$ cat src/hdl/i2cra_pkg.sv
// ----------------------------------------------------------------------------
// I2C register access master package
// Shared types and constants for the tick-driven I2C register master.
// ----------------------------------------------------------------------------
package i2cra_pkg;

  localparam int unsigned CfgIdxW = 2;
  localparam int unsigned CfgDataW = 8;

  localparam logic [CfgIdxW-1:0] CFG_DEV_ADDR = 2'd0;
  localparam logic [CfgIdxW-1:0] CFG_ACK_TMO = 2'd1;
  localparam logic [CfgIdxW-1:0] CFG_PHASE = 2'd2;
  localparam logic [CfgIdxW-1:0] CFG_PWM_BASE = 2'd3;

  localparam logic [1:0] MODE_TICK = 2'd0;
  localparam logic [1:0] MODE_WRITE = 2'd1;
  localparam logic [1:0] MODE_READ = 2'd2;
  localparam logic [1:0] MODE_PWM = 2'd3;

  localparam logic [7:0] MSB_MASK = 8'h80;
  localparam logic [7:0] READ_BIT = 8'h01;
  localparam logic [7:0] DEFAULT_ACK_TIMEOUT = 8'd250;
  localparam int unsigned CHANNEL_STRIDE = 4;
  localparam logic [3:0] PWM_LAST_BYTE = 4'd11;

  typedef struct packed {
    logic [1:0]  mode;
    logic [7:0]  reg_addr;
    logic [7:0]  write_data;
    logic [3:0]  channel;
    logic [15:0] on_count;
    logic [15:0] off_count;
    logic        sda_in;
  } in_item_t;

  typedef struct packed {
    logic       scl_level;
    logic       sda_pull_low;
    logic       busy_res;
    logic       done_res;
    logic [7:0] read_data;
    logic       ack_error;
  } out_item_t;

  typedef struct packed {
    logic [6:0] device_address;
    logic [7:0] ack_timeout;
    logic [7:0] phase_ticks;
    logic [7:0] pwm_base_register;
  } cfg_t;

  typedef enum logic [15:0] {
    S_IDLE      = 16'h0001,
    S_ST_A      = 16'h0002,
    S_ST_B      = 16'h0004,
    S_TX_SETUP  = 16'h0008,
    S_TX_HIGH   = 16'h0010,
    S_TX_LOW    = 16'h0020,
    S_ACK_REL   = 16'h0040,
    S_ACK_POLL  = 16'h0080,
    S_RS_LOW    = 16'h0100,
    S_RX_LOW    = 16'h0200,
    S_RX_HIGH   = 16'h0400,
    S_NACK_LOW  = 16'h0800,
    S_NACK_HIGH = 16'h1000,
    S_SP_A      = 16'h2000,
    S_SP_B      = 16'h4000,
    S_FIN       = 16'h8000
  } seq_t;

endpackage

$ cat src/hdl/i2cra_fifo.sv
// ----------------------------------------------------------------------------
// I2C register access queue
// Small register-based queue that decouples the tick front and result back.
// ----------------------------------------------------------------------------
module i2cra_fifo
  import i2cra_pkg::*;
#(
  parameter int unsigned Depth = 2
) (
  input  logic      clk,
  input  logic      rst_n,
  input  logic      push,
  input  out_item_t din,
  output logic      full,
  input  logic      pop,
  output logic      empty,
  output out_item_t dout
);
  localparam int unsigned PtrW = (Depth > 1) ? $clog2(Depth) : 1;

  out_item_t mem_r [Depth];
  logic [PtrW-1:0] wp_r, wp_nxt, rp_r, rp_nxt;
  logic [PtrW:0] cnt_r, cnt_nxt;
  logic do_push, do_pop;

  assign full = (cnt_r == (PtrW+1)'(Depth));
  assign empty = (cnt_r == '0);
  assign dout = mem_r[rp_r];
  assign do_push = push && !full;
  assign do_pop = pop && !empty;

  always_comb begin
    wp_nxt = wp_r;
    rp_nxt = rp_r;
    cnt_nxt = cnt_r;
    if (do_push) begin
      wp_nxt = (wp_r == PtrW'(Depth - 1)) ? '0 : wp_r + 1'b1;
    end
    if (do_pop) begin
      rp_nxt = (rp_r == PtrW'(Depth - 1)) ? '0 : rp_r + 1'b1;
    end
    if (do_push && !do_pop) begin
      cnt_nxt = cnt_r + 1'b1;
    end else if (do_pop && !do_push) begin
      cnt_nxt = cnt_r - 1'b1;
    end
  end

  always_ff @(posedge clk) begin
    if (!rst_n) begin
      wp_r <= '0;
      rp_r <= '0;
      cnt_r <= '0;
    end else begin
      wp_r <= wp_nxt;
      rp_r <= rp_nxt;
      cnt_r <= cnt_nxt;
    end
    if (do_push) begin
      mem_r[wp_r] <= din;
    end
  end
endmodule

$ cat src/hdl/i2cra_seq.sv
// ----------------------------------------------------------------------------
// I2C register access sequencer
// Per-tick bus sequencer: latches commands and steps the I2C waveform.
// ----------------------------------------------------------------------------
module i2cra_seq
  import i2cra_pkg::*;
(
  input  logic      clk,
  input  logic      rst_n,
  input  logic      tick,
  input  in_item_t  item,
  input  cfg_t      cfg,
  output out_item_t res
);
  seq_t        step_r, step_nxt, st;
  logic [2:0]  bit_r, bit_nxt;
  logic [3:0]  byte_r, byte_nxt, bidx;
  logic [8:0]  ph_r, ph_nxt, ph;
  logic [7:0]  wait_r, wait_nxt;
  logic [7:0]  sh_r, sh_nxt, sh;
  logic [7:0]  rx_r, rx_nxt;
  logic [7:0]  lreg_r, lreg_nxt, lreg;
  logic [7:0]  ldat_r, ldat_nxt, ldat;
  logic [15:0] lon_r, lon_nxt, lon;
  logic [15:0] loff_r, loff_nxt, loff;
  logic        err_r, err_nxt, err;
  logic [1:0]  kind_r, kind_nxt, kind;
  logic [7:0]  p;
  logic [8:0]  dur;
  logic        pend, accept, txlow;
  logic [7:0]  addr_w, nb;
  logic [1:0]  grp, pos;
  logic [3:0]  pwm_g;

  // In pwm mode the byte after an ACK continues while position is below two.
  function automatic logic false_pos(input logic [3:0] b);
    logic [3:0] r;
    r = (b >= 4'd9) ? b - 4'd9 : (b >= 4'd6) ? b - 4'd6 : (b >= 4'd3) ? b - 4'd3 : b;
    return r < 4'd2;
  endfunction

  assign p = (cfg.phase_ticks == '0) ? 8'd1 : cfg.phase_ticks;
  assign addr_w = {cfg.device_address, 1'b0};

  // Byte position within one PWM write (address, register, data) and group.
  always_comb begin
    pwm_g = 4'd0;
    pos = 2'd0;
    if (byte_nxt >= 4'd9) begin
      pwm_g = 4'd3; pos = 2'(byte_nxt - 4'd9);
    end else if (byte_nxt >= 4'd6) begin
      pwm_g = 4'd2; pos = 2'(byte_nxt - 4'd6);
    end else if (byte_nxt >= 4'd3) begin
      pwm_g = 4'd1; pos = 2'(byte_nxt - 4'd3);
    end else begin
      pos = 2'(byte_nxt);
    end
    grp = pwm_g[1:0];
  end

  // Byte for the next byte index (byte_nxt), selected by operation kind.
  always_comb begin
    nb = addr_w;
    case (kind)
      MODE_WRITE: nb = (byte_nxt == 4'd0) ? addr_w : ((byte_nxt == 4'd1) ? lreg : ldat);
      MODE_READ: nb = (byte_nxt == 4'd0) ? addr_w :
                      ((byte_nxt == 4'd1) ? lreg : (addr_w | READ_BIT));
      MODE_PWM: begin
        if (pos == 2'd0) begin
          nb = addr_w;
        end else if (pos == 2'd1) begin
          nb = lreg + {6'd0, grp};
        end else begin
          case (grp)
            2'd0: nb = lon[7:0];
            2'd1: nb = lon[15:8];
            2'd2: nb = loff[7:0];
            default: nb = loff[15:8];
          endcase
        end
      end
      default: nb = addr_w;
    endcase
  end

  always_comb begin
    accept = (step_r == S_IDLE) && (item.mode != MODE_TICK);
    st = step_r; bidx = byte_r; ph = ph_r; sh = sh_r;
    lreg = lreg_r; ldat = ldat_r; lon = lon_r; loff = loff_r;
    err = err_r; kind = kind_r;
    bit_nxt = bit_r; wait_nxt = wait_r; rx_nxt = rx_r;
    if (accept) begin
      kind = item.mode;
      lreg = (item.mode == MODE_PWM) ?
             8'(cfg.pwm_base_register + 8'(CHANNEL_STRIDE) * {4'd0, item.channel}) :
             item.reg_addr;
      ldat = item.write_data;
      lon = item.on_count;
      loff = item.off_count;
      err = 1'b0; bidx = '0; bit_nxt = '0; ph = '0; wait_nxt = '0;
      st = S_ST_A;
    end
    txlow = (sh & MSB_MASK) == '0;

    res.busy_res = 1'b1;
    res.done_res = 1'b0;
    res.scl_level = 1'b1;
    res.sda_pull_low = 1'b0;
    case (st)
      S_ST_A: begin end
      S_ST_B: res.sda_pull_low = 1'b1;
      S_TX_SETUP, S_TX_LOW: begin
        res.scl_level = 1'b0; res.sda_pull_low = txlow;
      end
      S_TX_HIGH: res.sda_pull_low = txlow;
      S_ACK_REL, S_RS_LOW, S_RX_LOW, S_NACK_LOW: res.scl_level = 1'b0;
      S_ACK_POLL, S_RX_HIGH, S_NACK_HIGH: begin end
      S_SP_A: begin
        res.scl_level = 1'b0; res.sda_pull_low = 1'b1;
      end
      S_SP_B: res.sda_pull_low = 1'b1;
      S_FIN: begin
        res.busy_res = 1'b0; res.done_res = 1'b1;
      end
      default: res.busy_res = 1'b0;
    endcase

    // Phase timing: long phases for start and stop, normal otherwise.
    dur = (st == S_ST_A || st == S_ST_B || st == S_SP_A || st == S_SP_B) ?
          {p, 1'b0} : {1'b0, p};
    pend = (ph + 9'd1) >= dur;
    ph_nxt = pend ? 9'd0 : ph + 9'd1;

    step_nxt = st; byte_nxt = bidx; sh_nxt = sh; err_nxt = err;
    case (st)
      S_ST_A: if (pend) step_nxt = S_ST_B;
      S_ST_B: if (pend) step_nxt = S_TX_SETUP;
      S_TX_SETUP: if (pend) step_nxt = S_TX_HIGH;
      S_TX_HIGH: if (pend) step_nxt = S_TX_LOW;
      S_TX_LOW: if (pend) begin
        if (bit_r == 3'd7) begin
          bit_nxt = '0; step_nxt = S_ACK_REL;
        end else begin
          bit_nxt = bit_r + 1'b1; sh_nxt = {sh[6:0], 1'b0}; step_nxt = S_TX_SETUP;
        end
      end
      S_ACK_REL: if (pend) begin
        wait_nxt = '0; step_nxt = S_ACK_POLL;
      end
      S_ACK_POLL: begin
        ph_nxt = ph;
        if (!item.sda_in) begin
          wait_nxt = '0;
          if (kind == MODE_READ) begin
            if (bidx == 4'd0) begin
              byte_nxt = 4'd1; step_nxt = S_TX_SETUP; bit_nxt = '0;
            end else if (bidx == 4'd1) begin
              byte_nxt = 4'd2; step_nxt = S_RS_LOW;
            end else begin
              bit_nxt = '0; sh_nxt = '0; step_nxt = S_RX_LOW;
            end
          end else if ((kind == MODE_WRITE && bidx < 4'd2) ||
                       (kind == MODE_PWM && false_pos(bidx))) begin
            byte_nxt = bidx + 1'b1; step_nxt = S_TX_SETUP; bit_nxt = '0;
          end else begin
            step_nxt = S_SP_A;
          end
        end else if (wait_r >= cfg.ack_timeout) begin
          err_nxt = 1'b1; wait_nxt = '0; step_nxt = S_SP_A;
        end else begin
          wait_nxt = wait_r + 1'b1;
        end
      end
      S_RS_LOW: if (pend) step_nxt = S_ST_A;
      S_RX_LOW: if (pend) step_nxt = S_RX_HIGH;
      S_RX_HIGH: begin
        if (ph == '0) sh_nxt = {sh[6:0], item.sda_in};
        if (pend) begin
          if (bit_r == 3'd7) begin
            bit_nxt = '0; rx_nxt = sh_nxt; step_nxt = S_NACK_LOW;
          end else begin
            bit_nxt = bit_r + 1'b1; step_nxt = S_RX_LOW;
          end
        end
      end
      S_NACK_LOW: if (pend) step_nxt = S_NACK_HIGH;
      S_NACK_HIGH: if (pend) step_nxt = S_SP_A;
      S_SP_A: if (pend) step_nxt = S_SP_B;
      S_SP_B: if (pend) begin
        if (kind == MODE_PWM && !err && bidx < PWM_LAST_BYTE) begin
          byte_nxt = bidx + 1'b1; step_nxt = S_ST_A;
        end else begin
          step_nxt = S_FIN;
        end
      end
      S_FIN: begin
        ph_nxt = '0; step_nxt = S_IDLE;
      end
      default: begin
        ph_nxt = '0; step_nxt = S_IDLE;
      end
    endcase
    // A new byte is loaded only when bit setup is entered from outside the bit loop.
    if (step_nxt == S_TX_SETUP && st != S_TX_LOW && st != S_TX_SETUP) begin
      sh_nxt = nb; bit_nxt = '0;
    end
    lreg_nxt = lreg; ldat_nxt = ldat; lon_nxt = lon; loff_nxt = loff; kind_nxt = kind;
    res.read_data = rx_nxt;
    res.ack_error = err_nxt;
  end

  always_ff @(posedge clk) begin
    if (!rst_n) begin
      step_r <= S_IDLE; bit_r <= '0; byte_r <= '0; ph_r <= '0; wait_r <= '0;
      sh_r <= '0; rx_r <= '0; lreg_r <= '0; ldat_r <= '0; lon_r <= '0;
      loff_r <= '0; err_r <= 1'b0; kind_r <= MODE_TICK;
    end else if (tick) begin
      step_r <= step_nxt; bit_r <= bit_nxt; byte_r <= byte_nxt; ph_r <= ph_nxt;
      wait_r <= wait_nxt; sh_r <= sh_nxt; rx_r <= rx_nxt; lreg_r <= lreg_nxt;
      ldat_r <= ldat_nxt; lon_r <= lon_nxt; loff_r <= loff_nxt; err_r <= err_nxt;
      kind_r <= kind_nxt;
    end
  end
endmodule

$ cat src/hdl/i2c_register_access_master_core.sv
// ----------------------------------------------------------------------------
// I2C register access master core
// Tick-driven I2C master for register write, register read and PWM setup.
// ----------------------------------------------------------------------------
// Each request is one bus tick and yields exactly one result with the line
// levels and status of that tick. The sequencer takes one request per clock
// cycle; results go into a queue of QueueDepth entries (two by default), so
// a request is taken whenever that queue has room and a full queue only
// stalls the input for as long as the consumer holds off pop. Configuration
// is written through cfg_we into a register that the sequencer reads.
module i2c_register_access_master_core
  import i2cra_pkg::*;
#(
  parameter int unsigned QueueDepth = 2
) (
  input  logic               clk,
  input  logic               rst_n,
  input  logic               in_push,
  output logic               in_full,
  input  in_item_t           in_data,
  output logic               out_empty,
  input  logic               out_pop,
  output out_item_t          out_data,
  input  logic               cfg_we,
  input  logic [CfgIdxW-1:0] cfg_idx,
  input  logic [CfgDataW-1:0] cfg_data
);
  cfg_t      cfg_r, cfg_nxt;
  out_item_t res;
  logic      tick;

  assign tick = in_push && !in_full;

  always_comb begin
    cfg_nxt = cfg_r;
    if (cfg_we) begin
      case (cfg_idx)
        CFG_DEV_ADDR: cfg_nxt.device_address = cfg_data[6:0];
        CFG_ACK_TMO: cfg_nxt.ack_timeout = cfg_data;
        CFG_PHASE: cfg_nxt.phase_ticks = cfg_data;
        CFG_PWM_BASE: cfg_nxt.pwm_base_register = cfg_data;
        default: cfg_nxt = cfg_r;
      endcase
    end
  end

  always_ff @(posedge clk) begin
    if (!rst_n) begin
      cfg_r <= '{device_address: 7'd64, ack_timeout: DEFAULT_ACK_TIMEOUT,
                 phase_ticks: 8'd2, pwm_base_register: 8'd6};
    end else begin
      cfg_r <= cfg_nxt;
    end
  end

  i2cra_seq u_seq (
    .clk(clk), .rst_n(rst_n), .tick(tick), .item(in_data), .cfg(cfg_r), .res(res)
  );

  i2cra_fifo #(.Depth(QueueDepth)) u_fifo (
    .clk(clk), .rst_n(rst_n), .push(tick), .din(res), .full(in_full),
    .pop(out_pop), .empty(out_empty), .dout(out_data)
  );

  a_done_idle: assert property (@(posedge clk) disable iff (!rst_n)
    tick && res.done_res |-> !res.busy_res)
    else $error("done with busy");
  a_idle_lines: assert property (@(posedge clk) disable iff (!rst_n)
    tick && !res.busy_res |-> res.scl_level && !res.sda_pull_low)
    else $error("idle lines not released");
  a_no_empty_after_tick: assert property (@(posedge clk) disable iff (!rst_n)
    tick |=> !out_empty)
    else $error("result lost");
endmodule

$ cat config.mk
export PLATFORM = sky130hd
export DESIGN_NAME = i2c_register_access_master_core
export DESIGN_NICKNAME = d
export VERILOG_FILES = /design/src/hdl/i2cra_pkg.sv /design/src/hdl/i2cra_fifo.sv /design/src/hdl/i2cra_seq.sv /design/src/hdl/i2c_register_access_master_core.sv
export SDC_FILE = /design/constraint.sdc
export NUM_CORES = 1
export LEC_CHECK = 0
export BUFFER_PORTS_ARGS = -buffer_cell sky130_fd_sc_hd__buf_2
export CAP_MARGIN = 10
export CELL_PAD_IN_SITES_DETAIL_PLACEMENT = 0
export CELL_PAD_IN_SITES_GLOBAL_PLACEMENT = 1
export CORE_MARGIN = 3
export CORE_UTILIZATION = 30
export CTS_CLUSTER_SIZE = 14
export DETAILED_ROUTE_END_ITERATION = 7
export PLACE_DENSITY_LB_ADDON = 0.1
export SYNTH_ARGS = -nofsm -noshare
export SYNTH_HDL_FRONTEND = slang
export SYNTH_SLANG_ARGS = --single-unit
export TNS_END_PERCENT = 5
$ cat constraint.sdc
create_clock -name clk -period 10.11 [get_ports clk]
set_clock_uncertainty 0.1 [all_clocks]
set_input_delay 2.022 -clock clk [delete_from_list [all_inputs] [get_ports clk]]
set_output_delay 2.022 -clock clk [all_outputs]
set_load 0.01 [all_outputs]
==> results of run 1 <==
## sequential cells by signal, summed over array words and instances, names as in the netlist, 3 cells and up, named ones only
| name | cells |
|---|---|
| cfg_r | 31 |
| u_fifo.mem_r | 26 |
| u_seq.bit_r | 3 |
| u_seq.byte_r | 4 |
| u_seq.ldat_r | 8 |
| u_seq.loff_r | 16 |
| u_seq.lon_r | 16 |
| u_seq.lreg_r | 8 |
| u_seq.ph_r | 9 |
| u_seq.rx_r | 8 |
| u_seq.sh | 8 |
| u_seq.step_r | 16 |
| u_seq.wait_r | 8 |
## final cells by class
type | count | area, um^2 | area share, %
clock buffer | 17 | 425 | 3.42
clock inverter | 15 | 176 | 1.42
inverter | 36 | 138 | 1.11
multi-input combinational | 1152 | 6930 | 55.7
sequential | 169 | 3640 | 29.3
tap | 461 | 577 | 4.63
timing repair buffer | 102 | 556 | 4.46
## path summary, 6_finish.rpt
| check | start | endpoint | slack [ns] | cells past startpoint |
|---|---|---|---|---|
| max | in_data[53] | u_seq.sh[7]$_SDFFE_PN0P_ | 1.87 | 28 |
| min | u_seq.lon_r[4]$_SDFFE_PN0P_ | u_seq.lon_r[4]$_SDFFE_PN0P_ | 0.35 | 2 |
| max reg2reg | u_seq.step_r[4]$_SDFFE_PN0P_ | u_seq.sh[7]$_SDFFE_PN0P_ | 2.31 | 29 |
| min reg2reg | u_seq.lon_r[4]$_SDFFE_PN0P_ | u_seq.lon_r[4]$_SDFFE_PN0P_ | 0.35 | 2 |
## critical path, cell delays in order
cell	delay (ns)
buf_2	0.20
nor2_1	0.08
nand3b_1	0.34
o31ai_2	0.69
inv_1	0.21
ha_1	0.43
or3_1	0.37
a21oi_1	0.15
o221a_2	0.19
nand3_1	0.12
a21o_1	0.24
and3_1	0.17
nor2_1	0.14
o21ai_0	0.10
nand2_1	0.29
inv_1	0.15
ha_1	0.25
o22ai_2	0.33
nor2b_1	0.54
buf_4	0.24
inv_1	0.05
ha_1	0.26
a21oi_1	0.25
nor3_1	0.10
xnor2_1	0.15
mux2i_1	0.13
mux2i_1	0.10
a21o_1	0.19
## kinds of logic after synthesis
kind of cell | after synthesis | synth area share [%]
and+or+nand+nor | 659 | 28.0
AOI/OAI and AO/OA | 365 | 21.7
DFF | 169 | 33.0
buffers and inverters | 120 | 4.35
muxes | 58 | 5.55
adders and majority gates | 44 | 5.12
xor gates and xnor gates | 26 | 2.23
## Yosys cell counts (21+ instances only)
cell type	instances	area [um^2]
inv_1	33	124
clkbuf_1	68	255
and3_1	21	131
nand3_1	45	225
edfxtp_1	26	781
o21ai_0	53	265
a21oi_1	155	776
nor3_1	28	140
ha_1	42	526
nor2_1	146	548
mux2i_1	41	410
nand2_1	298	1120
dfxtp_1	143	2860
## power by group
part           total, W  switching, W  internal (W)
logic           0.00103      0.000697      0.000336
clock network  0.000695      0.000321      0.000374
registers      0.000815     0.0000594      0.000755
## per-stage QoR
stage               utilization (%)  power, W  hold WS, ns
floorplan                         -   0.00152        0.332
global placement               33.0   0.00188        0.337
detailed placement             33.0   0.00187        0.344
CTS                            34.7   0.00258        0.355
global route                   34.7   0.00271        0.366
finish                         34.7   0.00254        0.353
## routing by layer
metal	global-route usage (%)	wire [um]	part of all wire (%)	vias to the layer above
li1	-	-	-	5222
met1	27.7	18600	48	4920
met2	31.6	17800	46	244
met3	3.15	1570	4.0	47
met4	7.26	1070	2.7	0
met5	0	0	0	-
==> flow_summary.html, run 1 <==
<table>
<tr><th>Metric</th><th>Value</th></tr>
<tr><th colspan="2">Outcome</th></tr>
<tr><td>Result of the run</td><td>finished clean</td></tr>
<tr><th colspan="2">Global route</th></tr>
<tr><td>Global-route wire length before repair</td><td>60.6 mm</td></tr>
<tr><td>Residual overflow from global routing</td><td>0</td></tr>
<tr><td>Vias in the first global route</td><td>10000</td></tr>
<tr><td>Largest net degree at the start of global routing</td><td>79</td></tr>
<tr><td>Initial antenna violation count</td><td>0</td></tr>
<tr><td>Total GRT Usage</td><td>around a fifth</td></tr>
<tr><th colspan="2">Detailed routing</th></tr>
<tr><td>Average wire per standard cell</td><td>20.0 um</td></tr>
<tr><td>Total DRC errors in the routed layout</td><td>0</td></tr>
<tr><td>Count of vias placed by the detailed router</td><td>roughly 10000</td></tr>
<tr><td>Sum of routed wire length over all layers</td><td>39.0 mm</td></tr>
<tr><td>Post-DRT Antenna Nets</td><td>0</td></tr>
<tr><td>Mean number of vias per cell</td><td>5.34</td></tr>
<tr><td>First drt pass iteration count</td><td>5</td></tr>
<tr><td>Number of DRC markers in iteration 0</td><td>between 700 and 800</td></tr>
<tr><th colspan="2">Die</th></tr>
<tr><td>Number of standard-cell rows in the floorplan</td><td>between 60 and 70</td></tr>
<tr><td>Vert. Die Dim</td><td>198 um</td></tr>
<tr><td>Die width</td><td>198 um</td></tr>
<tr><td>Initial core utilization</td><td>a little over 30%</td></tr>
<tr><td>Area of the core</td><td>35900 um^2</td></tr>
<tr><td>Die ar.</td><td>about 39000 um^2</td></tr>
<tr><td>Number of ports placed on the die boundary</td><td>85</td></tr>
<tr><th colspan="2">Cells and area</th></tr>
<tr><td>Post-Layout Inst Area</td><td>12400 um^2</td></tr>
<tr><td>Layout Cells excl Fill</td><td>a little under 2000</td></tr>
<tr><td>Fraction of final layout cells with drive strength greater than 1</td><td>13.4%</td></tr>
<tr><td>Filler cell count in the final layout</td><td>3869</td></tr>
<tr><td>Most common library cell in the layout ignoring fill and taps</td><td>nand2_1</td></tr>
<tr><td>ANT cells</td><td>0</td></tr>
<tr><td>Area growth, synth to finish</td><td>12.8%</td></tr>
<tr><td>Leading cell types in the layout, fill and taps excluded</td><td>nand2_1 (298), a21oi_1 (155), nor2_1 (145)</td></tr>
<tr><td>Post-layout nets</td><td>1592</td></tr>
<tr><th colspan="2">Logic synthesis</th></tr>
<tr><td>Sequential area share after synthesis</td><td>33.0%</td></tr>
<tr><td>Synthesized netlist cell count</td><td>~1400</td></tr>
<tr><td>Dominant register cell in the synthesized netlist</td><td>dfxtp_1</td></tr>
<tr><td>Number of register bits inferred by synthesis</td><td>169</td></tr>
<tr><td>Net Count, Synth</td><td>1555</td></tr>
<tr><td>Post-synth EDFFs</td><td>26</td></tr>
<tr><td>Netlist area before placement</td><td>11000 um^2</td></tr>
<tr><td>Yosys synthesis warning count</td><td>0</td></tr>
<tr><td>Number of distinct library cells after synthesis</td><td>103</td></tr>
<tr><td>Mean area per synthesized cell</td><td>7.66 um^2</td></tr>
<tr><td>Ys async rst share</td><td>0%</td></tr>
<tr><th colspan="2">STA</th></tr>
<tr><td>Post-route setup slack</td><td>1.87 ns</td></tr>
<tr><td>Final period demand of the worst path</td><td>8.24 ns</td></tr>
<tr><td>Total count of max-transition violations in the final report</td><td>0</td></tr>
<tr><td>Actual slew at the worst max-slew pin</td><td>1.15 ns</td></tr>
<tr><td>Period utilization</td><td>81.5%</td></tr>
<tr><td>Final setup vio count</td><td>0</td></tr>
<tr><td>Unrepaired setup endpoints after global routing</td><td>no</td></tr>
<tr><td>Slew Limit Headroom</td><td>23.4%</td></tr>
<tr><td>Total negative slack for setup checks</td><td>0 ns</td></tr>
<tr><td>Final hold vios</td><td>0</td></tr>
<tr><td>Achievable clock frequency</td><td>121 MHz</td></tr>
<tr><th colspan="2">Clock network</th></tr>
<tr><td>Post-CTS Setup Repair Bufs</td><td>0</td></tr>
<tr><td>Sink Count</td><td>169</td></tr>
<tr><td>Total of cells resized after clock tree synthesis</td><td>0</td></tr>
<tr><td>Insertion delay of the later-clocked pin in the worst-skew pair</td><td>0.45 ns</td></tr>
<tr><td>Post-CTS clock slew at the launch and capture registers of the worst setup and hold paths</td><td>around 0.070 ns</td></tr>
<tr><td>Max clock buf depth</td><td>2</td></tr>
<tr><td>Cts hold-fix bufs</td><td>0</td></tr>
<tr><td>TritonCTS clock tree</td><td>yes</td></tr>
<tr><td>Clock H-tree levels</td><td>4</td></tr>
<tr><td>TritonCTS Buffers</td><td>17</td></tr>
<tr><td>Root Driver</td><td>clkbuf_16</td></tr>
<tr><th colspan="2">Power and ir drop</th></tr>
<tr><td>Power per standard cell area</td><td>204 nW/um^2</td></tr>
<tr><td>Max VDD drop</td><td>0.137 mV</td></tr>
<tr><td>Pleak</td><td>about 4.8 nW</td></tr>
<tr><th colspan="2">Setup path</th></tr>
<tr><td>Critical path startpoint category</td><td>input pin</td></tr>
<tr><td>Arrival time worst endpoint</td><td>8.49 ns</td></tr>
<tr><td>CP required</td><td>10.36 ns</td></tr>
<tr><td>Worst Setup Path Type</td><td>input pin to flip-flop</td></tr>
<tr><td>Kind of end point of the critical path</td><td>flip-flop</td></tr>
<tr><td>Critical path peak fanout</td><td>15</td></tr>
<tr><th colspan="2">Placement</th></tr>
<tr><td>Post-Place Setup Slack</td><td>1.45 ns</td></tr>
<tr><td>Detailed Place HPWL</td><td>28.4 mm</td></tr>
<tr><td>Placed instance count</td><td>1920</td></tr>
<tr><td>PortBufs</td><td>84</td></tr>
<tr><td>Final Wtd Congestion</td><td>0.874</td></tr>
<tr><td>Dpl cell area</td><td>approximately 12000 um^2</td></tr>
<tr><th colspan="2">Min path</th></tr>
<tr><td>Worst min-delay path category</td><td>flip-flop to flip-flop</td></tr>
<tr><th colspan="2">Run</th></tr>
<tr><td>Max capacitance violation total</td><td>0</td></tr>
</table>
No activity file was read; power rests on OpenSTA's default activity.
==> run 2, diff against run 1 <==
- clock period: 10.11 -> 7.4 ns (I/O delays scaled with it)
==> run 2 against run 1 <==
Critical path depth is 1 lower. Register-to-register slack worse by 1.6 ns. Core utilization is 0.51 points higher. Count of clock-buffer cells in the layout stayed put. Worst setup slack worse by 1.2 ns. Worst hold slack worse by 0.0031 ns. Flip-flop and latch count stayed put. Sequential share of layout area is 0.42 points lower. Sequential power is 36% higher. Wire length is 2.5% higher. Final cell count is 1.1% higher.
==> flow_summary.html, run 2 (synthesized netlist as in run 1, its figures left out) <==
<table>
<tr><th>Metric</th><th>Value</th></tr>
<tr><th colspan="2">Detailed routing</th></tr>
<tr><td>Count of vias placed by the detailed router</td><td>10700 (+2.6%)</td></tr>
<tr><td>Total DRC errors in the routed layout</td><td>0 (unchanged)</td></tr>
<tr><td>Sum of routed wire length over all layers</td><td>40.0 mm (+2.5%)</td></tr>
<tr><td>Post-DRT Antenna Nets</td><td>0 (unchanged)</td></tr>
<tr><td>Number of DRC markers in iteration 0</td><td>795 (+5.7%)</td></tr>
<tr><td>Mean number of vias per cell</td><td>5.42 (+1.5%)</td></tr>
<tr><td>First drt pass iteration count</td><td>5 (unchanged)</td></tr>
<tr><td>Average wire per standard cell</td><td>20.3 um (+1.4%)</td></tr>
<tr><th colspan="2">Placement</th></tr>
<tr><td>Post-Place Setup Slack</td><td>0.266 ns (-1.18 ns)</td></tr>
<tr><td>PortBufs</td><td>84 (unchanged)</td></tr>
<tr><td>Final Wtd Congestion</td><td>0.880 (+0.63%)</td></tr>
<tr><td>Detailed Place HPWL</td><td>29.1 mm (+2.4%)</td></tr>
<tr><th colspan="2">STA</th></tr>
<tr><td>Hold WS</td><td>0.350 ns (-0.00312 ns)</td></tr>
<tr><td>Final hold vios</td><td>0 (unchanged)</td></tr>
<tr><td>Period utilization</td><td>90.5%</td></tr>
<tr><td>Actual slew at the worst max-slew pin</td><td>1.20 ns (+0.0507 ns)</td></tr>
<tr><td>Total negative slack for setup checks</td><td>0 ns (unchanged)</td></tr>
<tr><td>Post-route setup slack</td><td>0.701 ns (-1.17 ns)</td></tr>
<tr><td>Achievable clock frequency</td><td>149 MHz</td></tr>
<tr><td>Slew Limit Headroom</td><td>19.7% (-3.7 points)</td></tr>
<tr><td>Total count of max-transition violations in the final report</td><td>0 (unchanged)</td></tr>
<tr><td>Unrepaired setup endpoints after global routing</td><td>no</td></tr>
<tr><td>Final period demand of the worst path</td><td>6.70 ns</td></tr>
<tr><td>Final setup vio count</td><td>0 (unchanged)</td></tr>
<tr><th colspan="2">Clock network</th></tr>
<tr><td>Sink Count</td><td>169 (unchanged)</td></tr>
<tr><td>Cts hold-fix bufs</td><td>0 (unchanged)</td></tr>
<tr><td>Max clock buf depth</td><td>2 (unchanged)</td></tr>
<tr><td>Post-CTS Setup Repair Bufs</td><td>0 (unchanged)</td></tr>
<tr><td>Total of cells resized after clock tree synthesis</td><td>0 (unchanged)</td></tr>
<tr><td>Insertion delay of the later-clocked pin in the worst-skew pair</td><td>0.45 ns (about the same)</td></tr>
<tr><td>TritonCTS Buffers</td><td>17 (unchanged)</td></tr>
<tr><td>Clock H-tree levels</td><td>4 (unchanged)</td></tr>
<tr><td>Post-CTS clock slew at the launch and capture registers of the worst setup and hold paths</td><td>0.07 ns (about the same)</td></tr>
<tr><td>Root Driver</td><td>clkbuf_16</td></tr>
<tr><td>TritonCTS clock tree</td><td>yes</td></tr>
<tr><th colspan="2">Power and ir drop</th></tr>
<tr><td>Max VDD drop</td><td>0.173 mV (+26%)</td></tr>
<tr><td>Power per standard cell area</td><td>281 nW/um^2 (+38%)</td></tr>
<tr><td>Post-layout power</td><td>0.00355 W (+40%)</td></tr>
<tr><td>Pleak</td><td>4.95 nW (+2.2%)</td></tr>
<tr><th colspan="2">Die</th></tr>
<tr><td>Area of the core</td><td>35900 um^2 (unchanged)</td></tr>
<tr><td>Number of standard-cell rows in the floorplan</td><td>69 (unchanged)</td></tr>
<tr><td>Number of ports placed on the die boundary</td><td>85 (unchanged)</td></tr>
<tr><td>Die ar.</td><td>39100 um^2 (unchanged)</td></tr>
<tr><td>Vert. Die Dim</td><td>198 um (unchanged)</td></tr>
<tr><td>Die width</td><td>198 um (unchanged)</td></tr>
<tr><td>Initial core utilization</td><td>30.7% (unchanged)</td></tr>
<tr><th colspan="2">Setup path</th></tr>
<tr><td>Crit path buffers/inverters</td><td>5 (unchanged)</td></tr>
<tr><td>Delay contributed by the slowest stage of the critical path</td><td>0.68 ns (about the same)</td></tr>
<tr><td>Family with the most delay on the worst path</td><td>simple AND/OR/NAND/NOR gates</td></tr>
<tr><td>Critical path startpoint category</td><td>flip-flop</td></tr>
<tr><td>Worst Setup Path Type</td><td>flip-flop to flip-flop</td></tr>
<tr><td>Critical path peak fanout</td><td>17 (+2)</td></tr>
<tr><td>Kind of end point of the critical path</td><td>flip-flop</td></tr>
<tr><td>Arrival time worst endpoint</td><td>6.94 ns (-1.55 ns)</td></tr>
<tr><td>CP dominant cell by count</td><td>buf_4</td></tr>
<tr><td>CP required</td><td>7.64 ns (-2.72 ns)</td></tr>
<tr><td>CP max stage cell</td><td>nor4_4</td></tr>
<tr><td>Number of gates on the worst path with buffers counted</td><td>27 (-3.6%)</td></tr>
<tr><td>R2r worst-path depth</td><td>27 (-6.9%)</td></tr>
<tr><th colspan="2">Global route</th></tr>
<tr><td>Residual overflow from global routing</td><td>0 (unchanged)</td></tr>
<tr><td>Total GRT Usage</td><td>20.5% (+0.49 points)</td></tr>
<tr><td>Initial antenna violation count</td><td>0 (unchanged)</td></tr>
<tr><td>Vias in the first global route</td><td>10200 (+1.7%)</td></tr>
<tr><td>Largest net degree at the start of global routing</td><td>79 (unchanged)</td></tr>
<tr><td>Global-route wire length before repair</td><td>61.9 mm (+2.1%)</td></tr>
<tr><th colspan="2">Cells and area</th></tr>
<tr><td>Leading cell types in the layout, fill and taps excluded</td><td>nand2_1 (297), a21oi_1 (155), nor2_1 (145)</td></tr>
<tr><td>Most common library cell in the layout ignoring fill and taps</td><td>nand2_1</td></tr>
<tr><td>Post-layout nets</td><td>1613 (+1.3%)</td></tr>
<tr><td>Area growth, synth to finish</td><td>14.4%</td></tr>
<tr><td>Registers with the most flip-flops</td><td>cfg_r (31), u_fifo.mem_r (26)</td></tr>
<tr><td>Most flops, register</td><td>cfg_r</td></tr>
<tr><td>Fraction of final layout cells with drive strength greater than 1</td><td>14.7% (+1.3 points)</td></tr>
<tr><td>Max FFs per register</td><td>31 (unchanged)</td></tr>
<tr><td>ANT cells</td><td>0 (unchanged)</td></tr>
<tr><th colspan="2">Outcome</th></tr>
<tr><td>Result of the run</td><td>finished clean</td></tr>
<tr><th colspan="2">Min path</th></tr>
<tr><td>Worst Hold Depth</td><td>2 (unchanged)</td></tr>
<tr><td>Worst min-delay path category</td><td>flip-flop to flip-flop</td></tr>
<tr><th colspan="2">Run</th></tr>
<tr><td>Max capacitance violation total</td><td>0 (unchanged)</td></tr>
</table>
==> run 2: report_power, final <==
group	switching, W	total [W]	internal [W]
clock	0.000432	0.000970	0.000538
combinational	0.000981	0.00147	0.000488
sequential	0.0000824	0.00111	0.00103
total	0.00150	0.00355	0.00206
==> run 2: worst paths after layout <==
kind	slack (ns)	start	end
setup / recovery	0.70	u_seq.step_r[4]$_SDFFE_PN0P_	u_seq.sh[4]$_SDFFE_PN0P_
hold / removal	0.35	u_seq.loff_r[11]$_SDFFE_PN0P_	u_seq.loff_r[11]$_SDFFE_PN0P_
setup reg to reg	0.70	u_seq.step_r[4]$_SDFFE_PN0P_	u_seq.sh[4]$_SDFFE_PN0P_
hold reg to reg	0.35	u_seq.loff_r[11]$_SDFFE_PN0P_	u_seq.loff_r[11]$_SDFFE_PN0P_
==> run 2: final cells by class <==
class / count / area (um^2)
fill: 3877 / 23300
timing repair buffer: 123 / 713
inverter: 36 / 138
tap: 461 / 577
sequential: 169 / 3640
multi-input combinational: 1152 / 6950
clock buffer: 17 / 425
clock inverter: 15 / 186
==> run 2: per-stage QoR <==
| step | cell area [um^2] | std cells | utilization, % |
|---|---|---|---|
| floorplan | 11100 | 1441 | - |
| global placement | 12000 | 1941 | 33.5 |
| detailed placement | 12000 | 1941 | 33.5 |
| CTS | 12600 | 1973 | 35.2 |
| global route | 12600 | 1973 | 35.2 |
| finish | 12600 | 1973 | 35.2 |
==> run 2: per-layer routing <==
layer / wire [um] / part of all wire (%) / GRT usage [%]
met1: 19000 / 47 / 28.1
met2: 18500 / 46 / 33.1
met3: 1500 / 3.7 / 2.98
met4: 1080 / 2.7 / 6.95
met5: 0 / 0 / 0
==> run 2: worst min-delay path, stage by stage, from the launching register on <==
cell	delay (ns)
dfxtp_1	0.31
nand2_1	0.05
a21oi_1	0.05
